### src/sv/bwbv_pkg.sv
package bwbv_pkg;

   localparam int DelayDepth = 4096;
   localparam int AddrBits   = $clog2(DelayDepth);
   localparam int BandCount  = 4;
   localparam int BandBits   = $clog2(BandCount);
   localparam int SampleBits = 24;
   localparam int SetupBits  = 57;

   localparam logic [31:0] NoiseSeed = 32'h9d2c5681;
   localparam logic [19:0] LenMax    = 20'((DelayDepth - 2) * 256);
   localparam logic [4:0]  DivLast   = 5'd19;

   // register indexes (byte address bits [5:3])
   localparam logic [2:0] RegBand0    = 3'd0;
   localparam logic [2:0] RegBand1    = 3'd1;
   localparam logic [2:0] RegBand2    = 3'd2;
   localparam logic [2:0] RegBand3    = 3'd3;
   localparam logic [2:0] RegLoopGain = 3'd4;
   localparam logic [2:0] RegBowForce = 3'd5;

   typedef enum logic [5:0] {
      OP_NONE, OP_LOAD, OP_CLEAR, OP_TERM, OP_SLOPE1, OP_SLOPE2, OP_XLOAD,
      OP_DIVINIT, OP_DIVSTEP, OP_R2, OP_R4, OP_FRIC, OP_EX1, OP_EX2, OP_EX3,
      OP_NZ1, OP_NZ2, OP_NZ3, OP_BADDR, OP_BRD1, OP_BRD2, OP_BINT,
      OP_F1, OP_F2, OP_F3, OP_F4, OP_W1, OP_W2, OP_W3, OP_W4, OP_W5,
      OP_OUT1, OP_EMIT
   } op_type;

   typedef enum logic [5:0] {
      ST_INIT_CLR, ST_IDLE, ST_NOTE_CLR, ST_PRESS_CHK, ST_TERM, ST_SLOPE1,
      ST_SLOPE2, ST_XLOAD, ST_DIVINIT, ST_DIVSTEP, ST_R2, ST_R4, ST_FRIC,
      ST_EX1, ST_EX2, ST_EX3, ST_NZ1, ST_NZ2, ST_NZ3, ST_BAND_CHK, ST_BADDR,
      ST_BRD1, ST_BRD2, ST_BINT, ST_F1, ST_F2, ST_F3, ST_F4, ST_W1, ST_W2,
      ST_W3, ST_W4, ST_W5, ST_OUT1, ST_EMIT
   } st_type;

   typedef struct packed {
      op_type              op;
      logic [BandBits-1:0] band;
   } cmd_type;

   typedef struct packed {
      logic press_zero;
      logic band_en;
      logic x_small;
      logic clr_last;
   } stat_type;

   // arithmetic shift right, truncating toward zero
   function automatic logic signed [63:0] tz_shr(input logic signed [63:0] v,
                                                 input logic [5:0] s);
      logic [63:0] m;
      m = v[63] ? 64'(-v) : 64'(v);
      m = m >> s;
      return v[63] ? -$signed(m) : $signed(m);
   endfunction

   function automatic logic signed [SampleBits-1:0] sat_sig(input logic signed [63:0] v);
      logic signed [63:0] hi;
      logic signed [63:0] lo;
      hi = 64'sd1 <<< (SampleBits - 1);
      hi = hi - 64'sd1;
      lo = -hi - 64'sd1;
      if (v > hi) begin
         return SampleBits'(hi);
      end else if (v < lo) begin
         return SampleBits'(lo);
      end
      return SampleBits'(v);
   endfunction

   function automatic logic [16:0] q16_sat(input logic [16:0] v);
      return (v > 17'd65536) ? 17'd65536 : v;
   endfunction

   function automatic logic [16:0] inj_w(input logic [BandBits-1:0] k);
      logic [16:0] w;
      case (k)
         2'd0:    w = 17'd40632;
         2'd1:    w = 17'd13107;
         2'd2:    w = 17'd7209;
         default: w = 17'd4588;
      endcase
      return w;
   endfunction

   function automatic logic [16:0] out_w(input logic [BandBits-1:0] k);
      logic [16:0] w;
      case (k)
         2'd0:    w = 17'd65536;
         2'd1:    w = 17'd26214;
         2'd2:    w = 17'd14418;
         default: w = 17'd7864;
      endcase
      return w;
   endfunction

endpackage

### src/sv/bwbv_ctrl.sv
module bwbv_ctrl (
   input  logic                 clock,
   input  logic                 reset,
   input  logic                 req_valid,
   output logic                 req_ready,
   input  logic                 req_start_note,
   output logic                 rsp_valid,
   input  logic                 rsp_ready,
   input  bwbv_pkg::stat_type   stat,
   output bwbv_pkg::cmd_type    cmd
);

   bwbv_pkg::st_type              state_ff, state_in;
   logic [bwbv_pkg::BandBits-1:0] band_ff, band_in;
   logic [4:0]                    div_ff, div_in;
   logic                          rsp_valid_ff, rsp_valid_in;

   always_ff @(posedge clock) begin
      if (reset) begin
         state_ff     <= bwbv_pkg::ST_INIT_CLR;
         band_ff      <= '0;
         div_ff       <= '0;
         rsp_valid_ff <= 1'b0;
      end else begin
         state_ff     <= state_in;
         band_ff      <= band_in;
         div_ff       <= div_in;
         rsp_valid_ff <= rsp_valid_in;
      end
   end

   assign rsp_valid = rsp_valid_ff;

   always_comb begin
      state_in     = state_ff;
      band_in      = band_ff;
      div_in       = div_ff;
      rsp_valid_in = rsp_valid_ff && !rsp_ready;
      req_ready    = 1'b0;
      cmd.op       = bwbv_pkg::OP_NONE;
      cmd.band     = band_ff;
      case (state_ff)
         bwbv_pkg::ST_INIT_CLR: begin
            cmd.op = bwbv_pkg::OP_CLEAR;
            if (stat.clr_last) state_in = bwbv_pkg::ST_IDLE;
         end
         bwbv_pkg::ST_IDLE: begin
            req_ready = 1'b1;
            if (req_valid) begin
               cmd.op   = bwbv_pkg::OP_LOAD;
               band_in  = '0;
               state_in = req_start_note ? bwbv_pkg::ST_NOTE_CLR : bwbv_pkg::ST_PRESS_CHK;
            end
         end
         bwbv_pkg::ST_NOTE_CLR: begin
            cmd.op = bwbv_pkg::OP_CLEAR;
            if (stat.clr_last) state_in = bwbv_pkg::ST_PRESS_CHK;
         end
         bwbv_pkg::ST_PRESS_CHK: begin
            state_in = stat.press_zero ? bwbv_pkg::ST_BAND_CHK : bwbv_pkg::ST_TERM;
         end
         bwbv_pkg::ST_TERM: begin
            cmd.op = bwbv_pkg::OP_TERM;   state_in = bwbv_pkg::ST_SLOPE1;
         end
         bwbv_pkg::ST_SLOPE1: begin
            cmd.op = bwbv_pkg::OP_SLOPE1; state_in = bwbv_pkg::ST_SLOPE2;
         end
         bwbv_pkg::ST_SLOPE2: begin
            cmd.op = bwbv_pkg::OP_SLOPE2; state_in = bwbv_pkg::ST_XLOAD;
         end
         bwbv_pkg::ST_XLOAD: begin
            cmd.op = bwbv_pkg::OP_XLOAD;  state_in = bwbv_pkg::ST_DIVINIT;
         end
         bwbv_pkg::ST_DIVINIT: begin
            cmd.op   = bwbv_pkg::OP_DIVINIT;
            div_in   = '0;
            state_in = stat.x_small ? bwbv_pkg::ST_EX1 : bwbv_pkg::ST_DIVSTEP;
         end
         bwbv_pkg::ST_DIVSTEP: begin
            cmd.op = bwbv_pkg::OP_DIVSTEP;
            div_in = div_ff + 5'd1;
            if (div_ff == bwbv_pkg::DivLast) state_in = bwbv_pkg::ST_R2;
         end
         bwbv_pkg::ST_R2:  begin cmd.op = bwbv_pkg::OP_R2;   state_in = bwbv_pkg::ST_R4;  end
         bwbv_pkg::ST_R4:  begin cmd.op = bwbv_pkg::OP_R4;   state_in = bwbv_pkg::ST_FRIC; end
         bwbv_pkg::ST_FRIC: begin cmd.op = bwbv_pkg::OP_FRIC; state_in = bwbv_pkg::ST_EX1; end
         bwbv_pkg::ST_EX1: begin cmd.op = bwbv_pkg::OP_EX1;  state_in = bwbv_pkg::ST_EX2; end
         bwbv_pkg::ST_EX2: begin cmd.op = bwbv_pkg::OP_EX2;  state_in = bwbv_pkg::ST_EX3; end
         bwbv_pkg::ST_EX3: begin cmd.op = bwbv_pkg::OP_EX3;  state_in = bwbv_pkg::ST_NZ1; end
         bwbv_pkg::ST_NZ1: begin cmd.op = bwbv_pkg::OP_NZ1;  state_in = bwbv_pkg::ST_NZ2; end
         bwbv_pkg::ST_NZ2: begin cmd.op = bwbv_pkg::OP_NZ2;  state_in = bwbv_pkg::ST_NZ3; end
         bwbv_pkg::ST_NZ3: begin
            cmd.op = bwbv_pkg::OP_NZ3; state_in = bwbv_pkg::ST_BAND_CHK;
         end
         bwbv_pkg::ST_BAND_CHK: begin
            if (stat.band_en) begin
               state_in = bwbv_pkg::ST_BADDR;
            end else if (band_ff == bwbv_pkg::BandBits'(bwbv_pkg::BandCount - 1)) begin
               state_in = bwbv_pkg::ST_OUT1;
            end else begin
               band_in = band_ff + 1'b1;
            end
         end
         bwbv_pkg::ST_BADDR: begin cmd.op = bwbv_pkg::OP_BADDR; state_in = bwbv_pkg::ST_BRD1; end
         bwbv_pkg::ST_BRD1:  begin cmd.op = bwbv_pkg::OP_BRD1;  state_in = bwbv_pkg::ST_BRD2; end
         bwbv_pkg::ST_BRD2:  begin cmd.op = bwbv_pkg::OP_BRD2;  state_in = bwbv_pkg::ST_BINT; end
         bwbv_pkg::ST_BINT:  begin cmd.op = bwbv_pkg::OP_BINT;  state_in = bwbv_pkg::ST_F1;   end
         bwbv_pkg::ST_F1:    begin cmd.op = bwbv_pkg::OP_F1;    state_in = bwbv_pkg::ST_F2;   end
         bwbv_pkg::ST_F2:    begin cmd.op = bwbv_pkg::OP_F2;    state_in = bwbv_pkg::ST_F3;   end
         bwbv_pkg::ST_F3:    begin cmd.op = bwbv_pkg::OP_F3;    state_in = bwbv_pkg::ST_F4;   end
         bwbv_pkg::ST_F4:    begin cmd.op = bwbv_pkg::OP_F4;    state_in = bwbv_pkg::ST_W1;   end
         bwbv_pkg::ST_W1:    begin cmd.op = bwbv_pkg::OP_W1;    state_in = bwbv_pkg::ST_W2;   end
         bwbv_pkg::ST_W2:    begin cmd.op = bwbv_pkg::OP_W2;    state_in = bwbv_pkg::ST_W3;   end
         bwbv_pkg::ST_W3:    begin cmd.op = bwbv_pkg::OP_W3;    state_in = bwbv_pkg::ST_W4;   end
         bwbv_pkg::ST_W4:    begin cmd.op = bwbv_pkg::OP_W4;    state_in = bwbv_pkg::ST_W5;   end
         bwbv_pkg::ST_W5: begin
            cmd.op = bwbv_pkg::OP_W5;
            if (band_ff == bwbv_pkg::BandBits'(bwbv_pkg::BandCount - 1)) begin
               state_in = bwbv_pkg::ST_OUT1;
            end else begin
               band_in  = band_ff + 1'b1;
               state_in = bwbv_pkg::ST_BAND_CHK;
            end
         end
         bwbv_pkg::ST_OUT1: begin cmd.op = bwbv_pkg::OP_OUT1; state_in = bwbv_pkg::ST_EMIT; end
         bwbv_pkg::ST_EMIT: begin
            // hold here until the output register is free
            if (!rsp_valid_ff || rsp_ready) begin
               cmd.op       = bwbv_pkg::OP_EMIT;
               rsp_valid_in = 1'b1;
               state_in     = bwbv_pkg::ST_IDLE;
            end
         end
         default: state_in = bwbv_pkg::ST_IDLE;
      endcase
   end

endmodule

### config.mk
export PLATFORM = sky130hd
export DESIGN_NAME = bwbv_ctrl
export DESIGN_NICKNAME = d
export VERILOG_FILES = /design/src/sv/bwbv_pkg.sv /design/src/sv/bwbv_ctrl.sv
export SDC_FILE = /design/constraint.sdc
export NUM_CORES = 1
export LEC_CHECK = 0
export BUFFER_PORTS_ARGS = -buffer_cell sky130_fd_sc_hd__clkbuf_2
export CAP_MARGIN = 0
export CORE_MARGIN = 2
export CORE_UTILIZATION = 45
export DETAILED_ROUTE_END_ITERATION = 12
export PLACE_DENSITY = 0.68
export REMOVE_ABC_BUFFERS = 1
export SLEW_MARGIN = 20
export SYNTH_ARGS = -nofsm -noshare
export SYNTH_HDL_FRONTEND = slang
export SYNTH_SLANG_ARGS = --single-unit
export TNS_END_PERCENT = 100
### constraint.sdc
create_clock -name clock -period 1.9 [get_ports clock]
set_clock_uncertainty 0.2 [all_clocks]
set_input_delay 0.285 -clock clock [delete_from_list [all_inputs] [get_ports clock]]
set_output_delay 0.285 -clock clock [all_outputs]
set_load 0.02 [all_outputs]
==> out/results.txt <==
Status = finished, violations left
Failing checks = negative setup slack
CTS Buf Count = 3
End-of-flow core utilization = 65.9%
Worst Hold End = rsp_valid
DPL Wire Length = 2860 um
Worst path cell trace = buf_6 -> inv_1 -> o21ai_0 -> o21ai_0 -> a21oi_1 -> o22ai_1 -> clkbuf_4
IO buf count = 18
Syn Std Cell Area = 1270 sq um
FP Rows = 19
Critical path required time = 1.41 ns
Via/cell ratio = 6.19
Drc violations = 0
Sw Ratio = 45.6%
Largest net degree at the start of global routing = 15
Flop-to-flop setup slack = -0.20 ns
Fmax = 443 MHz
Fin crit share = 119%
Main synth FF type = dfxtp_1
Final wirelength = 4100 um
Starting Density = 46.9%
Largest family of logic cells by synthesized area = simple AND/OR/NAND/NOR gates
Initial antenna violation count = 0
DP Area = 1580 sq um
Setup violators final = 13
Die Span Y = 57.1 um
Unique masters post-synth = 47
Period minus WS final = 2.26 ns
Synth cell count leaders = a21oi_1 (20), nor2_1 (17), dfxtp_1 (14)
P_int = 1300 uW
H-tree levels = 1
Largest cells by area after synthesis = dfxtp_1 (22%), a21oi_1 (7.9%), nor2_1 (5.0%)
Full die area = 3260 sq um
Layout cell share with drive strength beyond 1 = 42.6%
Comb pwr share = 74.0%
Yosys top cell area share = 22.1%
Place WS = -0.156 ns
Yosys reg bits = 14
VDD IR max = 1180 uV
Root buf cell = clkbuf_4
CTS tree = yes
Async SR Flop Fraction = 0%
Net Switching = 1090 uW
Syn avg cell area = 7.30 sq um
Type of the worst min-delay path = input port to flop
Worst Setup Path Type = flop to primary output
Seq pwr share = 16.6%
Reg2reg end = state_ff[1]
TNS Setup = -2.33 ns
Worst-path clk slew = 0.10 ns
Clock power frac = 9.4%
First-pass GRT wire length = 6610 um
Slew Viols, Final = 0
Sequential fraction of the synthesis area = 22.1%
Hold Vio Cnt, Final = 0
Worst slew margin = 72.6%
Cell taking the most area after synthesis = dfxtp_1
Chip Width = 57.1 um
Worst hold path startpoint = rsp_ready
Vias in the first global route = 1491
Max cap viols = 0
Compound-Gate Fraction of Synth Area = 28.6%
Post-Synth Simple-Gate Area = 35.8%
Clock buffer depth = 2
Critical path's slowest cell = dfxtp_2
Number of synthesized flops with an enable pin = 0
Origin of the critical flop-to-flop path = state_ff[2]
Slew @ Worst Pin = 0.406 ns
DRT antenna net count = 0
Unrepaired setup endpoints after global routing = yes
Reg2Reg Depth = 6
Synthesis-to-layout area growth = 40.7%
Synth warn = 0
Tot GR Track Use = 25.4%
P_leak = 0.000770 uW
Max incr delay on CP = 0.36 ns
Clock latency on the worst-skew pair = 0.29 ns
Vias = 1571
# diodes = 0
Mux cell area share after synthesis = 3.45%
Count leader, synth = a21oi_1
Setup crit end kind = primary output
Most frequent CP cell = o21ai_0
Final setup margin = -0.356 ns
Nets = 235
Core area = 2710 sq um
Grt ovf = 0
Post-route cell area = 1790 sq um
Pwr/cell area = 1340 nW/um^2
WHS Path Cells = 4
Xor/xnor share of the synthesized area = 0.690%
Drt wl/cell = 16.2 um
RePlAce Congestion = 1.02
Max FO, Critical Path = 14
Hold slack = 0.141 ns
Iteration-0 DRC Markers = 70
# fillers = 248
Cell count after synthesis = 174
I/O pins = 19
Post-synthesis adder-cell area fraction = 1.97%
CTS Sinks = 14
Worst Path Arrival = 1.77 ns
Critical path launch point type = flop
1st-pass router iterations = 4
layout make-up:
cell class                      instances  area [sq um]  area share (%)
Inverter                                4          15.0           0.840
Tap cell                               31          38.8            2.17
Multi-Input combinational cell        140           957            53.6
Sequential cell                        14           288            16.1
Timing Repair Buffer                   61           452            25.3
Clock buffer                            4          36.3            2.03
layer usage:
| layer | track usage (%) | share of wire (%) |
|---|---|---|
| met1 | 33.1 | 43 |
| met2 | 42.7 | 49 |
| met3 | 4.31 | 5.9 |
| met4 | 8.31 | 2.4 |
| met5 | 0 | 0 |
power by group through the flow:
| stage | combinational [uW] | sequential [uW] | clock, uW |
|---|---|---|---|
| 2_1_floorplan | 768 | 527 | 0 |
| 3_3_place_gp | 1440 | 395 | 0 |
| 3_5_place_dp | 1450 | 397 | 0 |
| 4_1_cts | 1620 | 393 | 227 |
| 5_1_grt | 1890 | 402 | 240 |
| 6_report | 1770 | 396 | 225 |
layout by cell type (no fill, tap or decap), types with 2 or more instances in the layout:
master and count:
nand3_1 6, o21a_1 2, clkbuf_4 4, nand2_1 9, clkbuf_8 2, buf_4 45
a2bb2oi_1 2, nor2b_1 3, ha_1 2, buf_6 2, or2_2 3, o22ai_1 7
nor3b_1 2, a31oi_1 2, a221oi_1 3, nor3_1 6, mux2_2 2, clkbuf_2 11
a311oi_1 2, and2b_1 2, or3_1 2, a21o_1 2, nor3_4 2, dfxtp_2 3
nand4b_1 2, and2_1 2, nor4b_1 3, nor2_4 2, nand2_2 2, or4b_4 2
nor3_2 3, inv_1 4, dfxtp_1 10, a21oi_1 19, o21ai_0 9, nor2_1 14
worst max-delay path, delay by kind of cell (launching register included):
family                 cells  cell delay, ns
AOI/OAI and AO/OA          4            0.66
buffers and inverters      3            0.44
DFF                        1            0.36
per-stage QoR:
stage	std cells	power (uW)
4_1_cts	251	2240
6_report	254	2390
3_5_place_dp	242	1850
3_3_place_gp	242	1840
5_1_grt	254	2530
2_1_floorplan	158	1300
worst max-delay path by stage:
stage                      from     endpoint  slack [ns]
finish              state_ff[0]       cmd[4]       -0.36
CTS                 state_ff[2]       cmd[6]       -0.32
floorplan           state_ff[0]   band_ff[0]       -0.44
global placement    state_ff[2]  state_ff[1]       -0.14
global route        state_ff[0]       cmd[4]       -0.44
detailed placement  state_ff[2]  state_ff[1]       -0.16
sequential cells by signal, summed over array words and instances, names as in the netlist:
name       flops
band_ff        2
state_ff       6
rsp_valid      1
div_ff         5
what timing repair did:
| action | in CTS | in global routing |
|---|---|---|
| resized for setup | 17 | 22 |
| hold buffers | 0 | 0 |
| setup buffers | 5 | 3 |
| setup endpoints to repair | 12 | 15 |
| hold endpoints to repair | 0 | 0 |
| pin swaps | 11 | 11 |
kinds of logic after synthesis:
| kind of cell | count (synthesis) |
|---|---|
| AND/OR/NAND/NOR | 76 |
| AO/OA/AOI/OAI | 57 |
| buffers and inverters | 20 |
| flip-flops | 14 |
| multiplexers | 4 |
| adder cells (fa/ha/maj) | 2 |
| XOR/XNOR | 1 |
(Power assumes the default switching activity.)
